## config.mk

```make
export PLATFORM = sky130hd
export DESIGN_NAME = mqtt_publish_packet_parser_top
export DESIGN_NICKNAME = d
export VERILOG_FILES = /design/src/rtl/core/mpp_pkg.sv /design/src/rtl/core/mpp_input_reg.sv /design/src/rtl/core/mpp_parse_core.sv /design/src/rtl/core/mpp_result_reg.sv /design/src/rtl/core/mqtt_publish_packet_parser_top.sv
export SDC_FILE = /design/constraint.sdc
export NUM_CORES = 1
export LEC_CHECK = 0
export BUFFER_PORTS_ARGS = -buffer_cell sky130_fd_sc_hd__buf_4
export CORE_ASPECT_RATIO = 0.5
export CORE_MARGIN = 1.5
export CORE_UTILIZATION = 30
export CTS_BUF_LIST = sky130_fd_sc_hd__clkbuf_4 sky130_fd_sc_hd__clkbuf_8
export CTS_CLUSTER_SIZE = 14
export DETAILED_ROUTE_END_ITERATION = 6
export HOLD_SLACK_MARGIN = 0.08
export PLACE_DENSITY = 0.51
export SLEW_MARGIN = 20
export SYNTH_ARGS = -nofsm -noshare
export SYNTH_HDL_FRONTEND = slang
export SYNTH_SLANG_ARGS = --single-unit
```

## constraint.sdc

```tcl
create_clock -name clk -period 12.9 [get_ports clk]
set_clock_uncertainty 0.2 [all_clocks]
set_input_delay 0.645 -clock clk [delete_from_list [all_inputs] [get_ports clk]]
set_output_delay 0.645 -clock clk [all_outputs]
set_load 0.02 [all_outputs]
```

## src/rtl/core/mpp_pkg.sv

```systemverilog
// ----------------------------------------------------------------------------
// mpp_pkg
// types and codes shared by the mqtt publish parser
// ----------------------------------------------------------------------------
`default_nettype none

package mpp_pkg;

    typedef enum logic [2:0] {
        PH_HEADER  = 3'd0,
        PH_LENGTH  = 3'd1,
        PH_TLEN_HI = 3'd2,
        PH_TLEN_LO = 3'd3,
        PH_TOPIC   = 3'd4,
        PH_ID      = 3'd5,
        PH_PAYLOAD = 3'd6,
        PH_DROP    = 3'd7
    } phase_t;

    localparam logic [2:0] CLS_HEADER  = 3'd0;
    localparam logic [2:0] CLS_LENGTH  = 3'd1;
    localparam logic [2:0] CLS_TLEN    = 3'd2;
    localparam logic [2:0] CLS_TOPIC   = 3'd3;
    localparam logic [2:0] CLS_ID      = 3'd4;
    localparam logic [2:0] CLS_PAYLOAD = 3'd5;
    localparam logic [2:0] CLS_DROP    = 3'd6;

    localparam logic [1:0] ST_OK         = 2'd0;
    localparam logic [1:0] ST_BAD_HEADER = 2'd1;
    localparam logic [1:0] ST_TOO_LONG   = 2'd2;
    localparam logic [1:0] ST_BAD_LENGTH = 2'd3;

    localparam logic [7:0] HDR_QOS0 = 8'h30;
    localparam logic [7:0] HDR_QOS1 = 8'h32;
    localparam logic [7:0] HDR_QOS2 = 8'h34;

    localparam int LEN_W   = 28;
    localparam int TOPIC_W = 16;

    typedef struct packed {
        logic [7:0] data_byte;
        logic       start_of_packet;
    } item_t;

    typedef struct packed {
        logic [7:0]         byte_value;
        logic [2:0]         byte_class;
        logic [TOPIC_W-1:0] topic_length;
        logic [LEN_W-1:0]   payload_length;
        logic               qos_nonzero;
        logic [1:0]         status;
        logic               packet_end;
    } result_t;

endpackage

`default_nettype wire

```

## src/rtl/core/mpp_input_reg.sv

```systemverilog
// ----------------------------------------------------------------------------
// mpp_input_reg
// input register stage, holds one byte request until the parser takes it
// ----------------------------------------------------------------------------
`default_nettype none

module mpp_input_reg (
    input  wire logic          clk,
    input  wire logic          rst_n,
    input  wire logic          in_valid,
    output      logic          in_ready,
    input  wire mpp_pkg::item_t in_item,
    input  wire logic          advance,
    output      logic          item_valid,
    output      mpp_pkg::item_t item
);
    import mpp_pkg::*;

    logic  vld_reg;
    logic  vld_next;
    item_t item_reg;

    assign in_ready   = !vld_reg || advance;
    assign item_valid = vld_reg;
    assign item       = item_reg;

    always_comb
    begin
        vld_next = vld_reg;
        if (in_valid && in_ready)
        begin
            vld_next = 1'b1;
        end
        else if (advance)
        begin
            vld_next = 1'b0;
        end
    end

    always_ff @(posedge clk or negedge rst_n)
    begin
        if (!rst_n)
        begin
            vld_reg <= 1'b0;
        end
        else
        begin
            vld_reg <= vld_next;
        end
    end

    always_ff @(posedge clk)
    begin
        if (in_valid && in_ready)
        begin
            item_reg <= in_item;
        end
    end

endmodule

`default_nettype wire

```

## src/rtl/core/mpp_parse_core.sv

```systemverilog
// ----------------------------------------------------------------------------
// mpp_parse_core
// publish packet state and per-byte classification
// ----------------------------------------------------------------------------
`default_nettype none

module mpp_parse_core (
    input  wire logic             clk,
    input  wire logic             rst_n,
    input  wire logic             advance,
    input  wire mpp_pkg::item_t   item,
    output      mpp_pkg::result_t result
);
    import mpp_pkg::*;

    phase_t             phase_reg, phase_next, phase_cur;
    logic [LEN_W-1:0]   rc_reg, rc_next;
    logic [1:0]         len_idx_reg, len_idx_next;
    logic [TOPIC_W-1:0] tlen_reg, tlen_next;
    logic [TOPIC_W-1:0] tleft_reg, tleft_next;
    logic [LEN_W-1:0]   plen_reg, plen_next;
    logic               qos_reg, qos_next;
    logic               id_idx_reg, id_idx_next;

    logic [7:0]         b;
    logic [LEN_W-1:0]   rc_dec;
    logic [LEN_W-1:0]   len_add;
    logic [LEN_W-1:0]   rc_sum;
    logic [TOPIC_W-1:0] tl_full;
    logic [TOPIC_W-1:0] tleft_dec;
    logic [TOPIC_W:0]   need;
    logic [2:0]         cls;
    logic [1:0]         st;
    logic               pend;

    assign b         = item.data_byte;
    assign phase_cur = item.start_of_packet ? PH_HEADER : phase_reg;
    assign rc_dec    = rc_reg - LEN_W'(1);
    assign tleft_dec = tleft_reg - TOPIC_W'(1);
    assign tl_full   = {tlen_reg[15:8], b};
    assign need      = {1'b0, tl_full} + (qos_reg ? 17'd2 : 17'd0);
    assign rc_sum    = rc_reg + len_add;

    // length digit placed by its byte position
    always_comb
    begin
        case (len_idx_reg)
            2'd0:    len_add = {21'd0, b[6:0]};
            2'd1:    len_add = {14'd0, b[6:0], 7'd0};
            2'd2:    len_add = {7'd0, b[6:0], 14'd0};
            2'd3:    len_add = {b[6:0], 21'd0};
            default: len_add = '0;
        endcase
    end

    always_comb
    begin
        phase_next   = phase_cur;
        rc_next      = rc_reg;
        len_idx_next = len_idx_reg;
        tlen_next    = tlen_reg;
        tleft_next   = tleft_reg;
        plen_next    = plen_reg;
        qos_next     = qos_reg;
        id_idx_next  = id_idx_reg;
        cls          = CLS_DROP;
        st           = ST_OK;
        pend         = 1'b0;

        case (phase_cur)
            PH_HEADER:
            begin
                cls          = CLS_HEADER;
                rc_next      = '0;
                len_idx_next = '0;
                tlen_next    = '0;
                tleft_next   = '0;
                plen_next    = '0;
                id_idx_next  = 1'b0;
                if (b inside {HDR_QOS0, HDR_QOS1, HDR_QOS2})
                begin
                    qos_next   = (b != HDR_QOS0);
                    phase_next = PH_LENGTH;
                end
                else
                begin
                    qos_next   = 1'b0;
                    st         = ST_BAD_HEADER;
                    pend       = 1'b1;
                    phase_next = PH_DROP;
                end
            end
            PH_LENGTH:
            begin
                cls     = CLS_LENGTH;
                rc_next = rc_sum;
                if (b[7])
                begin
                    if (len_idx_reg == 2'd3)
                    begin
                        st         = ST_TOO_LONG;
                        pend       = 1'b1;
                        phase_next = PH_DROP;
                    end
                    else
                    begin
                        len_idx_next = len_idx_reg + 2'd1;
                    end
                end
                else if (rc_sum < LEN_W'(2))
                begin
                    st         = ST_BAD_LENGTH;
                    pend       = 1'b1;
                    phase_next = PH_DROP;
                end
                else
                begin
                    phase_next = PH_TLEN_HI;
                end
            end
            PH_TLEN_HI:
            begin
                cls        = CLS_TLEN;
                tlen_next  = {b, 8'd0};
                rc_next    = rc_dec;
                phase_next = PH_TLEN_LO;
            end
            PH_TLEN_LO:
            begin
                cls       = CLS_TLEN;
                tlen_next = tl_full;
                rc_next   = rc_dec;
                if (rc_dec < {11'd0, need})
                begin
                    st         = ST_BAD_LENGTH;
                    pend       = 1'b1;
                    phase_next = PH_DROP;
                end
                else
                begin
                    plen_next  = rc_dec - {11'd0, need};
                    tleft_next = tl_full;
                    if (tl_full != '0)
                    begin
                        phase_next = PH_TOPIC;
                    end
                    else if (qos_reg)
                    begin
                        id_idx_next = 1'b0;
                        phase_next  = PH_ID;
                    end
                    else if (rc_dec != '0)
                    begin
                        phase_next = PH_PAYLOAD;
                    end
                    else
                    begin
                        phase_next = PH_HEADER;
                        pend       = 1'b1;
                    end
                end
            end
            PH_TOPIC:
            begin
                cls        = CLS_TOPIC;
                rc_next    = rc_dec;
                tleft_next = tleft_dec;
                if (tleft_dec == '0)
                begin
                    if (qos_reg)
                    begin
                        id_idx_next = 1'b0;
                        phase_next  = PH_ID;
                    end
                    else if (rc_dec != '0)
                    begin
                        phase_next = PH_PAYLOAD;
                    end
                    else
                    begin
                        phase_next = PH_HEADER;
                        pend       = 1'b1;
                    end
                end
            end
            PH_ID:
            begin
                cls     = CLS_ID;
                rc_next = rc_dec;
                if (!id_idx_reg)
                begin
                    id_idx_next = 1'b1;
                end
                else
                begin
                    id_idx_next = 1'b0;
                    if (rc_dec != '0)
                    begin
                        phase_next = PH_PAYLOAD;
                    end
                    else
                    begin
                        phase_next = PH_HEADER;
                        pend       = 1'b1;
                    end
                end
            end
            PH_PAYLOAD:
            begin
                cls     = CLS_PAYLOAD;
                rc_next = rc_dec;
                if (rc_dec == '0)
                begin
                    phase_next = PH_HEADER;
                    pend       = 1'b1;
                end
            end
            default:
            begin
                cls        = CLS_DROP;
                phase_next = PH_DROP;
            end
        endcase
    end

    always_comb
    begin
        result.byte_value     = b;
        result.byte_class     = cls;
        result.topic_length   = tlen_next;
        result.payload_length = plen_next;
        result.qos_nonzero    = qos_next;
        result.status         = st;
        result.packet_end     = pend;
    end

    always_ff @(posedge clk or negedge rst_n)
    begin
        if (!rst_n)
        begin
            phase_reg   <= PH_HEADER;
            rc_reg      <= '0;
            len_idx_reg <= '0;
            tlen_reg    <= '0;
            tleft_reg   <= '0;
            plen_reg    <= '0;
            qos_reg     <= 1'b0;
            id_idx_reg  <= 1'b0;
        end
        else if (advance)
        begin
            phase_reg   <= phase_next;
            rc_reg      <= rc_next;
            len_idx_reg <= len_idx_next;
            tlen_reg    <= tlen_next;
            tleft_reg   <= tleft_next;
            plen_reg    <= plen_next;
            qos_reg     <= qos_next;
            id_idx_reg  <= id_idx_next;
        end
    end

endmodule

`default_nettype wire

```

## src/rtl/core/mpp_result_reg.sv

```systemverilog
// ----------------------------------------------------------------------------
// mpp_result_reg
// result register with valid, held until the downstream side takes it
// ----------------------------------------------------------------------------
`default_nettype none

module mpp_result_reg (
    input  wire logic             clk,
    input  wire logic             rst_n,
    input  wire logic             item_valid,
    output      logic             advance,
    input  wire mpp_pkg::result_t result,
    output      logic             out_valid,
    input  wire logic             out_ready,
    output      mpp_pkg::result_t out_result
);
    import mpp_pkg::*;

    logic    vld_reg;
    logic    vld_next;
    result_t res_reg;

    assign advance    = item_valid && (!vld_reg || out_ready);
    assign out_valid  = vld_reg;
    assign out_result = res_reg;

    always_comb
    begin
        vld_next = vld_reg;
        if (advance)
        begin
            vld_next = 1'b1;
        end
        else if (out_ready)
        begin
            vld_next = 1'b0;
        end
    end

    always_ff @(posedge clk or negedge rst_n)
    begin
        if (!rst_n)
        begin
            vld_reg <= 1'b0;
        end
        else
        begin
            vld_reg <= vld_next;
        end
    end

    always_ff @(posedge clk)
    begin
        if (advance)
        begin
            res_reg <= result;
        end
    end

endmodule

`default_nettype wire

```

## src/rtl/core/mqtt_publish_packet_parser_top.sv

```systemverilog
// ----------------------------------------------------------------------------
// mqtt_publish_packet_parser_top
// byte-wise parser for mqtt publish packets
//
//   channel | handshake            | payload
//   --------+----------------------+---------------------------------------
//   in      | in_valid / in_ready  | data_byte, start_of_packet
//   out     | out_valid / out_ready| byte_value, byte_class, topic_length,
//           |                      | payload_length, qos_nonzero, status,
//           |                      | packet_end
//
// one byte request per cycle sustained while out_ready stays high, one result per byte
// out_valid rises once an accepted byte has passed the input reg, then the result reg
// parse state advances when the input register hands its byte to the result reg
// with out stalled, one more byte is held in the input register
// rst_n clears the phase to expect-header and all lengths to zero
// ----------------------------------------------------------------------------
`default_nettype none

module mqtt_publish_packet_parser_top (
    input  wire logic        clk,
    input  wire logic        rst_n,
    input  wire logic        in_valid,
    output      logic        in_ready,
    input  wire logic [7:0]  data_byte,
    input  wire logic        start_of_packet,
    output      logic        out_valid,
    input  wire logic        out_ready,
    output      logic [7:0]  byte_value,
    output      logic [2:0]  byte_class,
    output      logic [15:0] topic_length,
    output      logic [27:0] payload_length,
    output      logic        qos_nonzero,
    output      logic [1:0]  status,
    output      logic        packet_end
);
    import mpp_pkg::*;

    item_t   in_item;
    item_t   item;
    logic    item_valid;
    logic    advance;
    result_t result;
    result_t out_result;

    assign in_item.data_byte       = data_byte;
    assign in_item.start_of_packet = start_of_packet;

    mpp_input_reg u_input_reg (
        .clk        (clk),
        .rst_n      (rst_n),
        .in_valid   (in_valid),
        .in_ready   (in_ready),
        .in_item    (in_item),
        .advance    (advance),
        .item_valid (item_valid),
        .item       (item)
    );

    mpp_parse_core u_parse_core (
        .clk    (clk),
        .rst_n  (rst_n),
        .advance(advance),
        .item   (item),
        .result (result)
    );

    mpp_result_reg u_result_reg (
        .clk        (clk),
        .rst_n      (rst_n),
        .item_valid (item_valid),
        .advance    (advance),
        .result     (result),
        .out_valid  (out_valid),
        .out_ready  (out_ready),
        .out_result (out_result)
    );

    assign byte_value     = out_result.byte_value;
    assign byte_class     = out_result.byte_class;
    assign topic_length   = out_result.topic_length;
    assign payload_length = out_result.payload_length;
    assign qos_nonzero    = out_result.qos_nonzero;
    assign status         = out_result.status;
    assign packet_end     = out_result.packet_end;

endmodule

`default_nettype wire

```

==> results.py <==
metrics = {
    "logic_synthesis": {
        "synth_area_mm2": 0.0112,
        "mappedNetlistNets": 1323,
        "yosysUniqueCellTypes": 81,
        "async_reset_ff_share_pct": 58.8,
        "synthFlopType": "dfrtp_1",
        "yosysMostFrequentCell": "nand2_1",
        "synth_common_cells": "nand2_1 (168), nor2_1 (108), dfrtp_1 (97)",
        "synth_compound_gate_area_share_pct": 20.3,
        "yosysTopAreaCell": "dfrtp_1",
        "synthTopCellsByArea": "dfrtp_1 (22%), edfxtp_1 (18%), ha_1 (6.1%), nand2_1 (5.7%), o21ai_0 (4.1%)",
        "netlist_instances": 1254,
        "ys_warn_count": 0,
        "synth_edf_count": 68,
        "syn_avg_cell_area_um2": 8.90,
        "netlist.area_leader.share_pct": 21.8,
        "synth-simple-area-share_pct": 21.6,
        "synth_top_family_by_area": "simple AND/OR/NAND/NOR gates",
        "seq_area_frac_synth_pct": 40.1,
        "synth_xor_area_share_pct": 7.22,
        "synth_fa_ha_area_share_pct": 6.42,
        "ys_seq_elements": 165,
        "synthMuxAreaShare_pct": 0.415,
    },
    "power_and_ir_drop": {
        "power_mw": 2.50,
        "peakVddDrop_mv": 0.0847,
        "p_leak_nw": 5.14,
        "p_per_area_mw_per_mm2": 198,
    },
    "clocking": {
        "clk_latency_ps": 510,
        "cts.reportedPaths.clkPinSlew_ps": 100,
        "cts.sinks": 165,
        "cts_tree": "done",
        "cts_setup_buffers": 0,
        "cts_buffers": 17,
        "clock-root-buffer": "clkbuf_8",
        "ctsResizeCount": 0,
        "htree_levels": 4,
        "cts_buffer_depth": 2,
    },
    "floorplan": {
        "die_h_um": 139,
        "dieArea_mm2": 0.0384,
        "ios": 74,
        "dieWidth_um": 276,
        "start_util_pct": 30.7,
        "rows": 49,
        "core_area_mm2": 0.0363,
    },
    "route": {
        "ant_nets": 0,
        "drc": 0,
        "viasPerCell": 5.58,
        "wl_per_cell_um": 19.9,
        "dr_total_vias": 10000,
        "routed_wirelength_um": 35700,
        "initialDrtViolationCount": 1067,
        "dr.pass1.iters": 6,
    },
    "layout": {
        "final_layout_size_suffix_gt1_share_pct": 10.5,
        "antenna_cells": 0,
        "fillers": 3701,
        "fin_nets": 1366,
        "area_delta_synth_final_pct": 13.2,
        "multi_input_area_mm2": 0.00628,
        "largest_reg_flops": 59,
        "ff_latch_area_mm2": 0.00447,
    },
    "timing": {
        "max_freq_mhz": 194,
        "rsz0062_at_grt": "false",
        "setup_violations": 0,
        "layout_setup_ws_ps": 7760,
        "fin_setup_tns_ps": 0,
        "worst_pin_slew_ps": 1000,
        "hold_viol": 0,
        "min_period_ps": 5140,
        "max_slew_margin_pct": 32.6,
        "period_share_pct": 39.9,
        "fin_hold_ws_ps": 146,
        "drv_slew": 0,
    },
    "worst_setup_path": {
        "critPathLaunchType": "flip-flop",
        "critical_path.startpoint": "u_parse_core.len_idx_reg[0]",
        "rr_endpoint": "u_result_reg.out_result[2]",
        "crit_arrival_ps": 5310,
        "critPathMaxFanout": 9,
        "reg2reg_depth": 16,
        "worstPathRequired_ps": 13060,
        "r2r_setup_slack_ps": 7760,
        "endpoint": "u_result_reg.out_result[2]",
        "cpMaxStageDelayCell": "or4_1",
        "crit-reg2reg-launch": "u_parse_core.len_idx_reg[0]",
        "worstSetupPathType": "flip-flop to flip-flop",
        "worstSetupEndpointType": "flip-flop",
        "crit_chain": "inv_1 > ha_1 > nor2b_1 > and2_1 > ha_1 > a21oi_1 > o21ai_0 > a21oi_1 > o2111ai_1 > or4_1 > nor4_1 > nand4_1 > a2111oi_0 > buf_4 > nand3_1 > nand3_1",
        "max_stage_delay_ps": 530,
    },
    "grt": {
        "antenna_found_initial": 3,
        "grt_first_pass_wirelength_um": 55700,
        "grtUsageTotal_pct": 18.7,
        "grt-ovfl-total": 0,
        "grt_pass1_vias": 9375,
        "grt_max_degree": 72,
    },
    "job": {
        "cap_violations": 0,
    },
    "placed_design": {
        "dp_hpwl_um": 26200,
        "io_buffers": 73,
        "gp_congestion": 0.887,
        "dp_worst_setup_slack_ps": 7820,
    },
    "hold_path": {
        "holdPathStages": 2,
        "hp-class": "primary input to flip-flop",
    },
    "run_status": {
        "status": "complete, no violations",
    },
}
cell usage in the layout, fill, tap and decap left out, drive strengths merged, types with 33 or more instances in the layout:
| cell | netlist | final |
|---|---|---|
| edfxtp | 68 | 68 |
| nand2 | 171 | 171 |
| dfrtp | 97 | 97 |
| and2 | 33 | 33 |
| nor2 | 108 | 108 |
| xor2 | 48 | 48 |
| inv | 36 | 39 |
| o21ai | 95 | 95 |
| nand3 | 39 | 39 |
| a21oi | 77 | 77 |
| buf | 13 | 83 |
| a22o | 44 | 44 |
| xnor2 | 44 | 44 |
| ha | 54 | 54 |
metrics by stage:
step,utilization (%),area [um2],instances
floorplan,-,11200,1254
global placement,33.3,12100,1752
detailed placement,33.3,12100,1752
CTS,34.7,12600,1793
global route,34.8,12600,1794
finish,34.8,12600,1794
critical path, delay by kind of cell, from the launching register on:
family          cells  cell delay (ps)
buf+inv             2              320
compound gates      5             1470
fa+ha+maj           2              580
flops               1              420
simple gates        7             2030
area by class of cell:
type                            count  area share [%]
Multi-Input combinational cell    984            49.8
Sequential cell                   165            35.4
Timing Repair Buffer               93            5.76
Tap cell                          484            4.80
Clock buffer                       17            1.85
Clock inverter                     15            1.35
Inverter                           36            1.08
where the power goes:
part / leakage (nW) / switching [mW] / internal (mW)
clock: 0.198 / 0.236 / 0.145
combinational: 2.98 / 0.844 / 0.482
sequential: 1.97 / 0.139 / 0.656
total: 5.14 / 1.22 / 1.28
cells by family (layout without fill, tap and decap cells):
kind of cell,after synthesis,after routing
flops,165,165
fa+ha+maj,56,56
compound gates,342,342
xor+xnor,92,92
mux,4,4
simple gates,490,490
buf+inv,105,161
worst min-delay path by stage:
stage	startpoint	to	slack, ps
final	in_valid	u_input_reg.item_valid	150
after global routing	in_valid	u_input_reg.item_valid	120
after CTS	data_byte[1]	u_input_reg.item[2]	80
after detailed placement	u_parse_core.plen_reg[20]	u_parse_core.plen_reg[20]	270
after global placement	u_parse_core.tlen_reg[0]	u_parse_core.tlen_reg[0]	260
after floorplan	rst_n	u_input_reg.item_valid	150
timing repair:
| item | 4_1_cts | 5_1_grt |
|---|---|---|
| setup endpoints to repair | 0 | 0 |
| hold buffers | 9 | 1 |
| hold endpoints to repair | 34 | 1 |
routing by layer:
metal / vias up / part of all wire, % / GRT usage [%]
li1: 4656 / - / -
met5: - / 0 / 0
met4: 0 / 1.4 / 4.89
met3: 44 / 6.7 / 3.92
met2: 354 / 45 / 27.5
met1: 4950 / 47 / 27.6
Power figures use the tool's default switching activity.
